## src/command_line_assembler_echo_defines.svh

```systemverilog
// assertion macros for the command line assembler with echo
// used by the top level only; expects clk and rst_n in scope
`ifndef COMMAND_LINE_ASSEMBLER_ECHO_DEFINES_SVH
`define COMMAND_LINE_ASSEMBLER_ECHO_DEFINES_SVH

// same-cycle implication, checked outside reset
`define CLA_ASSERT_NOW(lbl, ante, cons) \
  lbl: assert property (@(posedge clk) disable iff (!rst_n) (ante) |-> (cons)) \
    else $error("cla check failed");

// next-cycle implication, checked outside reset
`define CLA_ASSERT_NEXT(lbl, ante, cons) \
  lbl: assert property (@(posedge clk) disable iff (!rst_n) (ante) |=> (cons)) \
    else $error("cla check failed");

`endif

```

## src/cla_pkg.sv

```systemverilog
// shared types and constants for the command line assembler with echo
// no dependencies
package cla_pkg;

  // line store geometry
  localparam int LINE_SIZE = 32;
  localparam int CNT_W     = $clog2(LINE_SIZE);
  localparam logic [CNT_W-1:0] LAST_IDX = CNT_W'(LINE_SIZE - 1);

  // character codes
  localparam logic [7:0] CH_ESC       = 8'h1B;
  localparam logic [7:0] CH_CR        = 8'h0D;
  localparam logic [7:0] CH_LF        = 8'h0A;
  localparam logic [7:0] CH_PRINT_LO  = 8'h20;
  localparam logic [7:0] CH_PRINT_HI  = 8'h7E;

  // sequencer states
  typedef enum logic [3:0] {
    S_IDLE = 4'b0001,
    S_DATA = 4'b0010,
    S_LF   = 4'b0100,
    S_CR   = 4'b1000
  } seq_state_t;

  // write request into the line store
  typedef struct packed {
    logic             en;
    logic [CNT_W-1:0] addr;
    logic [7:0]       data;
  } line_wr_t;

endpackage

```

## src/cla_line_buf.sv

```systemverilog
// line store: one write port, one registered read port
// depends on cla_pkg
module cla_line_buf (
  input  logic                     clk,
  input  cla_pkg::line_wr_t        wr,
  input  logic [cla_pkg::CNT_W-1:0] rd_addr,
  output logic [7:0]               rd_data
);

  logic [7:0] mem [cla_pkg::LINE_SIZE];
  logic [7:0] rd_data_r;

  // write port
  always_ff @(posedge clk) begin
    if (wr.en) begin
      mem[wr.addr] <= wr.data;
    end
  end

  // registered read port
  always_ff @(posedge clk) begin
    rd_data_r <= mem[rd_addr];
  end

  assign rd_data = rd_data_r;

endmodule

```

## src/cla_echo_seq.sv

```systemverilog
// sequencer: collects printable bytes into the line store and replays it on enter
// depends on cla_pkg; drives the read address of cla_line_buf
module cla_echo_seq (
  input  logic                      clk,
  input  logic                      rst_n,
  input  logic                      in_tvalid,
  output logic                      in_tready,
  input  logic [7:0]                in_tdata,
  output logic                      out_tvalid,
  input  logic                      out_tready,
  output logic [7:0]                out_tdata,
  output logic                      out_tlast,
  output cla_pkg::line_wr_t         wr,
  output logic [cla_pkg::CNT_W-1:0] rd_addr,
  input  logic [7:0]                rd_data
);

  cla_pkg::seq_state_t        state_r, state_nxt;
  logic [cla_pkg::CNT_W-1:0]  count_r, count_nxt;
  logic [cla_pkg::CNT_W-1:0]  idx_r, idx_nxt;
  logic [cla_pkg::CNT_W-1:0]  idx_inc;
  logic                       printable;

  assign printable = (in_tdata >= cla_pkg::CH_PRINT_LO) && (in_tdata <= cla_pkg::CH_PRINT_HI);
  assign idx_inc   = idx_r + 1'b1;

  // next state, count and replay index
  always_comb begin
    state_nxt = state_r;
    count_nxt = count_r;
    idx_nxt   = idx_r;
    wr        = '0;
    case (state_r)
      cla_pkg::S_IDLE: begin
        if (in_tvalid) begin
          if (printable) begin
            wr.en   = 1'b1;
            wr.addr = count_r;
            wr.data = in_tdata;
            count_nxt = (count_r == cla_pkg::LAST_IDX) ? '0 : count_r + 1'b1;
          end else if (in_tdata == cla_pkg::CH_ESC) begin
            count_nxt = '0;
          end else if (in_tdata == cla_pkg::CH_CR) begin
            idx_nxt   = '0;
            state_nxt = (count_r == '0) ? cla_pkg::S_LF : cla_pkg::S_DATA;
          end
        end
      end
      cla_pkg::S_DATA: begin
        if (out_tready) begin
          if (idx_inc == count_r) begin
            state_nxt = cla_pkg::S_LF;
          end else begin
            idx_nxt = idx_inc;
          end
        end
      end
      cla_pkg::S_LF: begin
        if (out_tready) begin
          state_nxt = cla_pkg::S_CR;
        end
      end
      cla_pkg::S_CR: begin
        if (out_tready) begin
          state_nxt = cla_pkg::S_IDLE;
          count_nxt = '0;
        end
      end
      default: begin
        state_nxt = cla_pkg::S_IDLE;
      end
    endcase
  end

  // control registers
  always_ff @(posedge clk) begin
    if (!rst_n) begin
      state_r <= cla_pkg::S_IDLE;
      count_r <= '0;
      idx_r   <= '0;
    end else begin
      state_r <= state_nxt;
      count_r <= count_nxt;
      idx_r   <= idx_nxt;
    end
  end

  // read ahead so the store data lines up with idx_r
  assign rd_addr = idx_nxt;

  // handshake and result mux
  assign in_tready  = (state_r == cla_pkg::S_IDLE);
  assign out_tvalid = (state_r == cla_pkg::S_DATA) || (state_r == cla_pkg::S_LF) ||
                      (state_r == cla_pkg::S_CR);
  assign out_tlast  = (state_r == cla_pkg::S_CR);

  always_comb begin
    case (state_r)
      cla_pkg::S_DATA: out_tdata = rd_data;
      cla_pkg::S_LF:   out_tdata = cla_pkg::CH_LF;
      cla_pkg::S_CR:   out_tdata = cla_pkg::CH_CR;
      default:         out_tdata = '0;
    endcase
  end

endmodule

```

## src/command_line_assembler_echo.sv

```systemverilog
// command line assembler with echo, top level; depends on cla_pkg, cla_line_buf, cla_echo_seq
// non-enter bytes are taken back to back while idle; the first result of an enter is valid
// the next cycle, then one result per cycle while out_tready is high
// after an enter, in_tready stays low until the stored bytes, LF and CR have been sent
// reset (rst_n low, synchronous) empties the line; stored bytes are not cleared
`include "command_line_assembler_echo_defines.svh"

module command_line_assembler_echo (
  input  logic       clk,
  input  logic       rst_n,
  input  logic       in_tvalid,
  output logic       in_tready,
  input  logic [7:0] in_tdata,   // [7:0] rx_byte
  output logic       out_tvalid,
  input  logic       out_tready,
  output logic [7:0] out_tdata,  // [7:0] tx_byte
  output logic       out_tlast
);

  cla_pkg::line_wr_t          wr;
  logic [cla_pkg::CNT_W-1:0]  rd_addr;
  logic [7:0]                 rd_data;

  // sequencer
  cla_echo_seq u_seq (
    .clk        (clk),
    .rst_n      (rst_n),
    .in_tvalid  (in_tvalid),
    .in_tready  (in_tready),
    .in_tdata   (in_tdata),
    .out_tvalid (out_tvalid),
    .out_tready (out_tready),
    .out_tdata  (out_tdata),
    .out_tlast  (out_tlast),
    .wr         (wr),
    .rd_addr    (rd_addr),
    .rd_data    (rd_data)
  );

  // line store
  cla_line_buf u_buf (
    .clk     (clk),
    .wr      (wr),
    .rd_addr (rd_addr),
    .rd_data (rd_data)
  );

  // checks
  `CLA_ASSERT_NOW(a_no_overlap, in_tready, !out_tvalid)
  `CLA_ASSERT_NOW(a_last_is_cr, out_tvalid && out_tlast, out_tdata == cla_pkg::CH_CR)
  `CLA_ASSERT_NEXT(a_cr_starts_echo, in_tvalid && in_tready && in_tdata == cla_pkg::CH_CR, out_tvalid)
  `CLA_ASSERT_NEXT(a_last_frees_input, out_tvalid && out_tready && out_tlast, in_tready)

endmodule

```

## config.mk

```make
export PLATFORM = sky130hd
export DESIGN_NAME = command_line_assembler_echo
export DESIGN_NICKNAME = d
export VERILOG_FILES = /design/src/cla_pkg.sv /design/src/cla_line_buf.sv /design/src/cla_echo_seq.sv /design/src/command_line_assembler_echo.sv
export VERILOG_INCLUDE_DIRS = /design/src /design/src/src
export SDC_FILE = /design/constraint.sdc
export NUM_CORES = 1
export LEC_CHECK = 0
export BUFFER_PORTS_ARGS = -buffer_cell sky130_fd_sc_hd__buf_2
export CORE_UTILIZATION = 44
export CTS_CLUSTER_DIAMETER = 120
export DETAILED_ROUTE_END_ITERATION = 8
export REMOVE_ABC_BUFFERS = 1
export SYNTH_ARGS = -nofsm -noshare
export SYNTH_HDL_FRONTEND = slang
export SYNTH_SLANG_ARGS = --single-unit
```

## constraint.sdc

```tcl
create_clock -name clk -period 2.7 [get_ports clk]
set_clock_uncertainty 0.1 [all_clocks]
set_input_delay 0.27 -clock clk [delete_from_list [all_inputs] [get_ports clk]]
set_output_delay 0.27 -clock clk [all_outputs]
set_load 0.02 [all_outputs]
```

==> run summary, run 1 <==
Status = finished with violations
Failing checks = setup timing
Max-Cap Viols = 0
Maximum vdd drop = 0.000527 V
Crit start category = register
EDFF count, synth = 256
Post-synthesis cell count = 878
Port Buffers = 22
Pwr dens = 584 nW/um^2
Clk Latency, worst-skew pair = 0.56 ns
Total GRT Usage = 23.8%
GR Overflow Total = 0
Worst-path clk slew = 0.07 ns
CTS Buf Count = 29
H-tree depth = 1
Crit-path cells = ha_4, xnor2_1, a22oi_2, o2111a_2, o311a_1, a211o_1, buf_4, a2111oi_1, a221oi_1, and4_1
Rows = 61
Measured slew at the worst slew-check pin = 0.611 ns
Yosys top cell area share = 61.5%
Vias = 8678
Worst hold stages = 5
Achievable Freq = 320 MHz
Crit-path slowest cell = a211o_1
CP max stage delay = 0.47 ns
Worst-case reg-to-reg path depth = 10
Max Buffers Root-to-Sink = 3
Die Ht = 171 um
Full die area = 29100 sq um
DP Cell Count = 1432
Tcrit/Tclk final = 116%
Drt pass-1 iters = 5
Largest net degree at the start of global routing = 33
Critical path arrival = 3.45 ns
Worst Path Required = 3.03 ns
CP Max Fanout = 10
Fin Hold WS = 0.0481 ns
Number of global-route vias before repair = 8450
Fill count = 2190
Commonest non-fill, non-tap cell in the layout = edfxtp_1
Netlist Area Pre-Place = 12500 sq um
# IOs = 23
Worst hold start = in_tdata[7]
Top post-synthesis cells by area = edfxtp_1, mux2i_1, o221ai_1, dfxtp_1, o2111ai_1
Nets = 1128
Post-synth top flop = edfxtp_1
First-pass GRT wire length = 50.8 mm
P&R area growth vs syn = 31.4%
Tot Pwr = 9.61 mW
DR vias/cell = 5.74
Synthesized area per cell = 14.2 sq um
Fraction of registers with async set/reset = 0%
Clk sinks = 278
CP endpoint kind = register
Gpl congestion = 0.916
Setup Viol. Count Final = 8
Initial antenna violation count = 0
RSZ-0062 raised after global routing = yes
Routed WL = 34.3 mm
Reg-to-Reg End = u_buf.rd_data[3]
HPWL Detailed = 21.6 mm
Worst min-delay path class = in2reg
YS warnings = 0
1st-iter DRT viols = 562
CTS Root Cell = clkbuf_16
Final critical-path setup slack = -0.425 ns
Crit path launch = u_seq.idx_r[0]
TritonCTS clock tree = built
Post-route insts no fill = 1513
R2R setup slack = -0.42 ns
Max-slew headroom = 59.2%
Sequential fraction of the synthesis area = 65.0%
Most frequent cells in the layout = edfxtp_1, buf_4, mux2i_1
Share of layout cells above drive strength 1 = 34.0%
Initial Util = 44.9%
Per-cell routed wire length = 22.7 um
Core Area = 27900 sq um
Yosys reg bits = 278
Hold Fails Final Rpt = 0
Worst r2r src = u_seq.idx_r[0]
Library cells used by synthesis = 68
Post-route DRC = 0
Hold endpoint = u_seq.state_r[0]
Setup CP Type = reg2reg
Setup_tns = -3.12 ns
Die W = 171 um
Leakage = 6.50 nW
ANT nets after route = 0
Tmin final = 3.12 ns
Fin. max-slew vios = 0
Leading area contributor after synthesis = edfxtp_1
Diodes inserted = 0
[kinds of logic after synthesis]
family,share of synthesized area (%)
simple gates,6.33
flops,65.0
fa+ha+maj,0.400
other cells,0.0300
mux,9.38
buf+inv,4.90
compound gates,13.4
xor+xnor,0.620
[sequential cells by signal (all words and copies together), names as in the netlist]
name           cells
u_buf.mem        256
u_buf.rd_data      8
u_seq.count_r      5
u_seq.idx_r        5
u_seq.state_r      4
[final cells by class]
class / count / area [sq um] / share of cell area, %
sequential: 278 / 8130 / 49.5
multi-input combinational: 504 / 4440 / 27.0
timing repair buffer: 240 / 2190 / 13.3
clock buffer: 39 / 793 / 4.83
tap: 378 / 473 / 2.88
inverter: 59 / 221 / 1.35
clock inverter: 15 / 188 / 1.14
[worst max-delay path: cells and delay by family (launching register included)]
family | cells | cell delay, ns
simple gates | 1 | 0.20
buf+inv | 1 | 0.24
xor+xnor | 1 | 0.19
compound gates | 6 | 1.75
fa+ha+maj | 1 | 0.17
flops | 1 | 0.34
[metrics by stage]
stage / area, sq um / util (%) / setup slack (ns)
global placement: 14600 / 52.5 / -0.608
global route: 16400 / 59.0 / -0.498
floorplan: 12200 / - / -4.27
detailed placement: 14600 / 52.5 / -0.659
finish: 16400 / 59.0 / -0.425
CTS: 16000 / 57.5 / -0.388
[routing by layer]
metal / track usage (%) / vias to the layer above / wire length (um) / part of all wire (%)
met1: 31.3 / 4320 / 14400 / 42
li1: - / 3962 / - / -
met3: 4.56 / 75 / 2260 / 6.6
met5: 0 / - / 0 / 0
met4: 10.7 / 0 / 1510 / 4.4
met2: 38.2 / 321 / 16100 / 47
[cells in the mapped netlist, types with 2 or more instances]
library cell,count
a2111oi_0,23
a211oi_1,6
a21o_1,5
a21oi_1,6
a221oi_1,8
a31oi_1,3
and2_1,13
and3_1,3
and4_1,3
buf_2,19
buf_4,9
buf_6,8
clkbuf_1,33
dfxtp_1,22
edfxtp_1,256
ha_1,4
inv_1,58
mux2_2,18
mux2i_1,97
nand2_1,17
nand2b_1,2
nand3_1,14
nand3b_1,2
nand4_1,4
nor2_1,56
nor2b_1,8
nor3_1,4
nor3_2,2
nor3b_1,3
o2111ai_1,30
o211ai_1,13
o21ai_0,4
o221ai_1,78
o22a_1,2
or3_1,2
or4_1,6
xnor2_1,5
xor2_1,2
[how the worst max path moves through the flow]
stage,endpoint,slack (ns),cells past startpoint
CTS,u_buf.rd_data[7],-0.39,15
finish,u_buf.rd_data[3],-0.42,10
detailed placement,u_buf.rd_data[2],-0.66,12
floorplan,u_buf.rd_data[2],-4.27,8
global placement,u_buf.rd_data[1],-0.61,12
global route,u_buf.rd_data[0],-0.50,13
[where the power goes]
| part | total (mW) | internal, mW | switching, mW |
|---|---|---|---|
| sequential | 4.82 | 4.79 | 0.0303 |
| combinational | 0.721 | 0.282 | 0.439 |
| clock | 4.07 | 2.44 | 1.62 |
[what timing repair did]
item	CTS	global route
buffers inserted	12	15
hold endpoints to repair	1	0
cloned	4	0
setup endpoints to repair	8	18
pin swaps	12	16
resized for setup	61	62
hold buffers	1	0
Power figures use the tool's default switching activity.
==> inputs of run 2 (changes only) <==
Settings changed: CELL_PAD_IN_SITES_DETAIL_PLACEMENT from default to 0, CELL_PAD_IN_SITES_GLOBAL_PLACEMENT from default to 1, GPL_ROUTABILITY_DRIVEN from default to 0, PLACE_DENSITY_LB_ADDON from default to 0.1.
==> run summary, run 2 (synthesized netlist as in run 1, its figures left out) <==
Largest register FFs = 256 (unchanged)
Die Ht = 171 um (unchanged)
Worst Path Required = 3.05 ns (+0.02 ns)
CP Max Fanout = 15 (+5)
TritonCTS clock tree = built
Diodes inserted = 0 (unchanged)
Port Buffers = 22 (unchanged)
Setup CP Type = reg2reg
Total GRT Usage = 24.9% (+1.1 points)
Commonest non-fill, non-tap cell in the layout = edfxtp_1
HPWL Detailed = 23.5 mm (+8.5%)
Most frequent cells in the layout = edfxtp_1, buf_4, mux2i_1
H-tree depth = 1 (unchanged)
Buf/Inv on CP = 3 (+2)
Tcrit/Tclk final = 117% (+0.78 points)
Max-Cap Viols = 0 (unchanged)
Initial Util = 44.9% (unchanged)
Pwr dens = 583 nW/um^2 (-0.30%)
Worst min-delay path class = in2reg
Max Buffers Root-to-Sink = 3 (unchanged)
DR vias/cell = 5.82 (+1.4%)
Per-cell routed wire length = 23.7 um (+4.2%)
Reg-to-Reg End = u_buf.rd_data[0]
CTS Buf Count = 29 (unchanged)
Status = finished with violations
Crit path top cell by count = buf_4
Failing checks = setup timing
Worst r2r src = u_seq.idx_r[1]
R2R setup slack = -0.45 ns (-0.02 ns)
Clk Latency, worst-skew pair = 0.54 ns (-0.02 ns)
Crit-path cells = ha_4, xor2_1, nor2_1, buf_4, a31oi_4, o22a_4, buf_12, buf_4, o2111ai_1, a2111oi_1, or4_1, a221oi_2
Fin Hold WS = 0.0730 ns (+0.0249 ns)
P&R area growth vs syn = 29.2%
Crit-path slowest cell = or4_1
CTS Root Cell = clkbuf_16
Tmin final = 3.15 ns (+0.0212 ns)
Worst-path clk slew = 0.07 ns (about the same)
Fill count = 2206 (+0.73%)
# IOs = 23 (unchanged)
Post-route DRC = 0 (unchanged)
Drt pass-1 iters = 7 (+2)
GR Overflow Total = 0 (unchanged)
Nets = 1111 (-1.5%)
Max-slew headroom = 56.9% (-2.3 points)
Crit start category = register
Full die area = 29100 sq um (unchanged)
Core Area = 27900 sq um (unchanged)
Crit-path leading delay family = compound AO/OA/AOI/OAI gates
Initial antenna violation count = 0 (unchanged)
Crit path launch = u_seq.idx_r[1]
Setup Viol. Count Final = 8 (unchanged)
1st-iter DRT viols = 897 (+60%)
First-pass GRT wire length = 53.4 mm (+5.2%)
CP endpoint kind = register
Share of layout cells above drive strength 1 = 33.2% (-0.77 points)
Leakage = 6.36 nW (-2.2%)
CP max stage delay = 0.59 ns (+0.12 ns)
Maximum vdd drop = 0.000435 V (-18%)
Die W = 171 um (unchanged)
Hold Fails Final Rpt = 0 (unchanged)
Achievable Freq = 318 MHz (-0.67%)
Largest net degree at the start of global routing = 33 (unchanged)
Biggest register = u_buf.mem
CP Capture Point = u_buf.rd_data[0]
Rows = 61 (unchanged)
Fin. max-slew vios = 0 (unchanged)
Clk sinks = 278 (unchanged)
Tot Pwr = 9.42 mW (-2.0%)
WP depth = 12 (+2)
Routed WL = 35.4 mm (+2.9%)
Vias = 8692 (+0.16%)
Number of global-route vias before repair = 8727 (+3.3%)
Measured slew at the worst slew-check pin = 0.646 ns (+0.0349 ns)
ANT nets after route = 0 (unchanged)
RSZ-0062 raised after global routing = yes
Critical path arrival = 3.50 ns (+0.05 ns)
Final critical-path setup slack = -0.446 ns (-0.0212 ns)
Worst-case reg-to-reg path depth = 12 (+2)
run 2: cell types whose count changed in the layout (fill, tap and decap cells not counted), moves of 5 or more:
cell,delta
buf_12,-6
buf_4,-14
buf_6,+5
o2111ai_2,+6
run 2: what timing repair did:
item	4_1_cts	5_1_grt
endpoints found under the hold margin	1	0
pin swaps	22	3
setup endpoints to repair	8	176
cloned	4	0
gates resized for setup	108	18
hold buffers	1	0
setup buffers	14	5
run 2: layer usage:
metal  routed length, um  global-route usage (%)  vias up
met3                2030                    2.94       70
met4                1160                    8.38        0
met2               16700                    40.4      337
met5                   0                       0        -
li1                    -                       -     3924
met1               15500                    34.7     4361
run 2: area by class of cell:
type | count | area, sq um | share of cell area (%)
Multi-Input combinational cell | 502 | 4390 | 27.2
Tap cell | 378 | 473 | 2.93
Inverter | 59 | 221 | 1.37
Clock inverter | 16 | 158 | 0.976
Sequential cell | 278 | 8130 | 50.3
Timing Repair Buffer | 225 | 2030 | 12.6
Clock buffer | 36 | 752 | 4.65
run 2: worst min-delay path by stage:
stage                        to  cells after the start  slack, ns   startpoint
2_1_floorplan  u_seq.state_r[0]                      1       0.24        rst_n
3_3_place_gp   u_seq.state_r[0]                      2       0.37        rst_n
3_5_place_dp   u_seq.state_r[0]                      2       0.37        rst_n
4_1_cts        u_seq.state_r[0]                      5       0.05  in_tdata[4]
5_1_grt        u_seq.state_r[0]                      5       0.11  in_tdata[4]
6_report       u_seq.state_r[0]                      5       0.07  in_tdata[4]
run 2: stage by stage:
stage               worst slack (ns)  std cells  setup TNS, ns  instance area (sq um)  util (%)
floorplan                      -4.27        839         -38.63                  12200         -
global placement              -0.576       1419          -4.26                  14400      51.8
detailed placement            -0.687       1419          -4.89                  14400      51.8
CTS                           -0.396       1490          -2.78                  16100      57.7
global route                  -0.510       1494          -3.74                  16200      58.0
finish                        -0.446       1494          -2.94                  16200      58.0
run 2: worst reg2reg max path, delay by kind of cell, from the launching register on:
kind,cells,cell delay [ns]
compound gates,5,0.94
simple gates,2,0.77
buf+inv,3,0.53
flops,1,0.34
fa+ha+maj,1,0.25
xor+xnor,1,0.14
run 2: report_power, final:
group	leakage, nW	switching [mW]	internal [mW]
sequential	2.54	0.0328	4.79
clock	0.430	1.61	2.25
combinational	3.39	0.448	0.289
==> inputs of run 3 (changes only) <==
Settings changed: CORE_UTILIZATION 44 to 48.
==> run summary, run 3 (synthesized netlist as in run 1, its figures left out) <==
Status = finished with violations
Failing checks = setup timing
First-pass GRT wire length = 53.1 mm (-0.61%)
Measured slew at the worst slew-check pin = 0.566 ns (-0.0799 ns)
Full die area = 26700 sq um (-8.2%)
1st-iter DRT viols = 855 (-4.7%)
DP Cell Count = 1358 (-4.3%)
Max-Cap Viols = 0 (unchanged)
Clk Latency, worst-skew pair = 0.56 ns (+0.02 ns)
Crit-path leading delay family = compound AO/OA/AOI/OAI gates
GR Overflow Total = 0 (unchanged)
Vias = 8687 (-0.058%)
RSZ-0062 raised after global routing = yes
DR vias/cell = 6.02 (+3.5%)
Switching part of the total = 22.4% (+0.21 points)
Maximum vdd drop = 0.000466 V (+7.2%)
Int Pwr = 7.15 mW (-2.3%)
Total GRT Usage = 27.2% (+2.3 points)
Setup Viol. Count Final = 8 (unchanged)
Max-slew headroom = 62.2% (+5.2 points)
HPWL Detailed = 22.9 mm (-2.2%)
Buf/Inv on CP = 5 (+2)
Fin. max-slew vios = 0 (unchanged)
CP Max Fanout = 6 (-9)
H-tree depth = 1 (unchanged)
Final critical-path setup slack = -0.473 ns (-0.0268 ns)
Diodes inserted = 0 (unchanged)
Share of layout cells above drive strength 1 = 34.3% (+1.1 points)
Fin Hold WS = 0.0349 ns (-0.0381 ns)
Nets = 1107 (-0.36%)
Setup CP Type = reg2reg
Worst-path clk slew = 0.06 ns (about the same)
Crit-path slowest cell = or4_4
Achievable Freq = 315 MHz (-0.84%)
TritonCTS clock tree = built
Comb pwr share = 8.0% (+0.2 points)
Post-route DRC = 0 (unchanged)
Pwr dens = 564 nW/um^2 (-3.2%)
Max Buffers Root-to-Sink = 3 (unchanged)
Seq pwr share = 52.3% (+1.1 points)
ANT nets after route = 0 (unchanged)
Drt pass-1 iters = 5 (-2)
Leakage = 6.44 nW (+1.3%)
Per-cell routed wire length = 24.6 um (+4.0%)
Net Sw Power = 2.07 mW (-1.1%)
Initial Util = 49.2% (+4.3 points)
Largest net degree at the start of global routing = 46 (+39%)
Routed WL = 35.5 mm (+0.44%)
Post-route insts no fill = 1443 (-3.4%)
CTS Buf Count = 29 (unchanged)
Hold Fails Final Rpt = 0 (unchanged)
Rows = 58 (-4.9%)
Clk sinks = 278 (unchanged)
Core Area = 25400 sq um (-8.8%)
Critical path arrival = 3.54 ns (+0.04 ns)
Dpl ws = -0.695 ns (-0.00777 ns)
Die Ht = 163 um (-4.2%)
DP Area = 14400 sq um (-0.40%)
Crit-path cells = ha_4, o21ba_1, a22oi_2, buf_4, o2111a_2, buf_6, nor3_4, a211oi_4, buf_6, buf_12, a2111oi_1, buf_4, or4_4, a221oi_2
Tcrit/Tclk final = 118% (+0.99 points)
Final core occ = 64.4% (+6.4 points)
Worst min-delay path class = in2reg
Initial antenna violation count = 0 (unchanged)
Tot Pwr = 9.22 mW (-2.1%)
Clk network pwr share = 39.7% (-1.3 points)
Crit start category = register
# IOs = 23 (unchanged)
Most frequent cells in the layout = edfxtp_1, buf_4, mux2i_1
Cell area after layout = 16300 sq um (+1.2%)
Largest register FFs = 256 (unchanged)
P&R area growth vs syn = 30.7%
Tmin final = 3.17 ns (+0.0268 ns)
CP endpoint kind = register
Commonest non-fill, non-tap cell in the layout = edfxtp_1
Port Buffers = 22 (unchanged)
Die W = 163 um (-4.2%)
Setup_tns = -3.31 ns (-0.373 ns)
Number of global-route vias before repair = 8761 (+0.39%)
Worst Path Required = 3.07 ns (+0.02 ns)
CP max stage delay = 0.53 ns (-0.06 ns)
Biggest register = u_buf.mem
CTS Root Cell = clkbuf_16
run 3: cell count changes in the layout (fill, tap and decap cells not counted), sizes merged:
cell,change
inv,+1
o2111a,+1
buf,-7
bufinv,-2
clkinvlp,-4
and3,+1
clkinv,+6
bufbuf,+1
run 3: what timing repair did:
| item | in CTS | in global routing |
|---|---|---|
| hold buffers | 1 | 0 |
| endpoints found under the setup margin | 8 | 48 |
| gates cloned | 5 | 0 |
| pin swaps | 28 | 7 |
| endpoints found under the hold margin | 1 | 0 |
| resized for setup | 134 | 24 |
| buffers inserted | 19 | 11 |
run 3: path summary, 6_finish.rpt:
path | startpoint | endpoint | slack, ns | depth (start not counted)
worst min register to register | u_seq.count_r[3] | u_seq.count_r[3] | 0.57 | 3
worst min-delay path | in_tdata[7] | u_seq.state_r[0] | 0.03 | 5
worst max register to register | u_seq.idx_r[0] | u_buf.rd_data[1] | -0.47 | 14
worst max-delay path | u_seq.idx_r[0] | u_buf.rd_data[1] | -0.47 | 14
run 3: metal layers:
metal | vias to the layer above | GRT usage [%] | wire length, um
met1 | 4314 | 37.3 | 15000
met2 | 338 | 43.6 | 16500
met3 | 91 | 4.34 | 2520
met5 | - | 0 | 0
li1 | 3944 | - | -
met4 | 0 | 10.3 | 1470
run 3: power by group through the flow:
stage,clock network [mW],logic (mW),registers [mW]
3_3_place_gp,0,0.664,4.91
3_5_place_dp,0,0.682,4.92
4_1_cts,3.72,0.725,4.83
6_report,3.66,0.736,4.82
2_1_floorplan,0,0.312,4.92
5_1_grt,3.87,0.788,4.82
run 3: worst min-delay path: cells and delay by family:
kind	cells	cell delay, ns
buffers and inverters	1	0.09
AND/OR/NAND/NOR	4	0.29
run 3: area by class of cell:
cell class,instances,area (sq um)
Sequential cell,278,8140
Multi-Input combinational cell,504,4580
Clock buffer,36,752
Clock inverter,17,116
Timing Repair Buffer,219,2130
Fill cell,1850,9050
Tap cell,330,413
Inverter,59,221
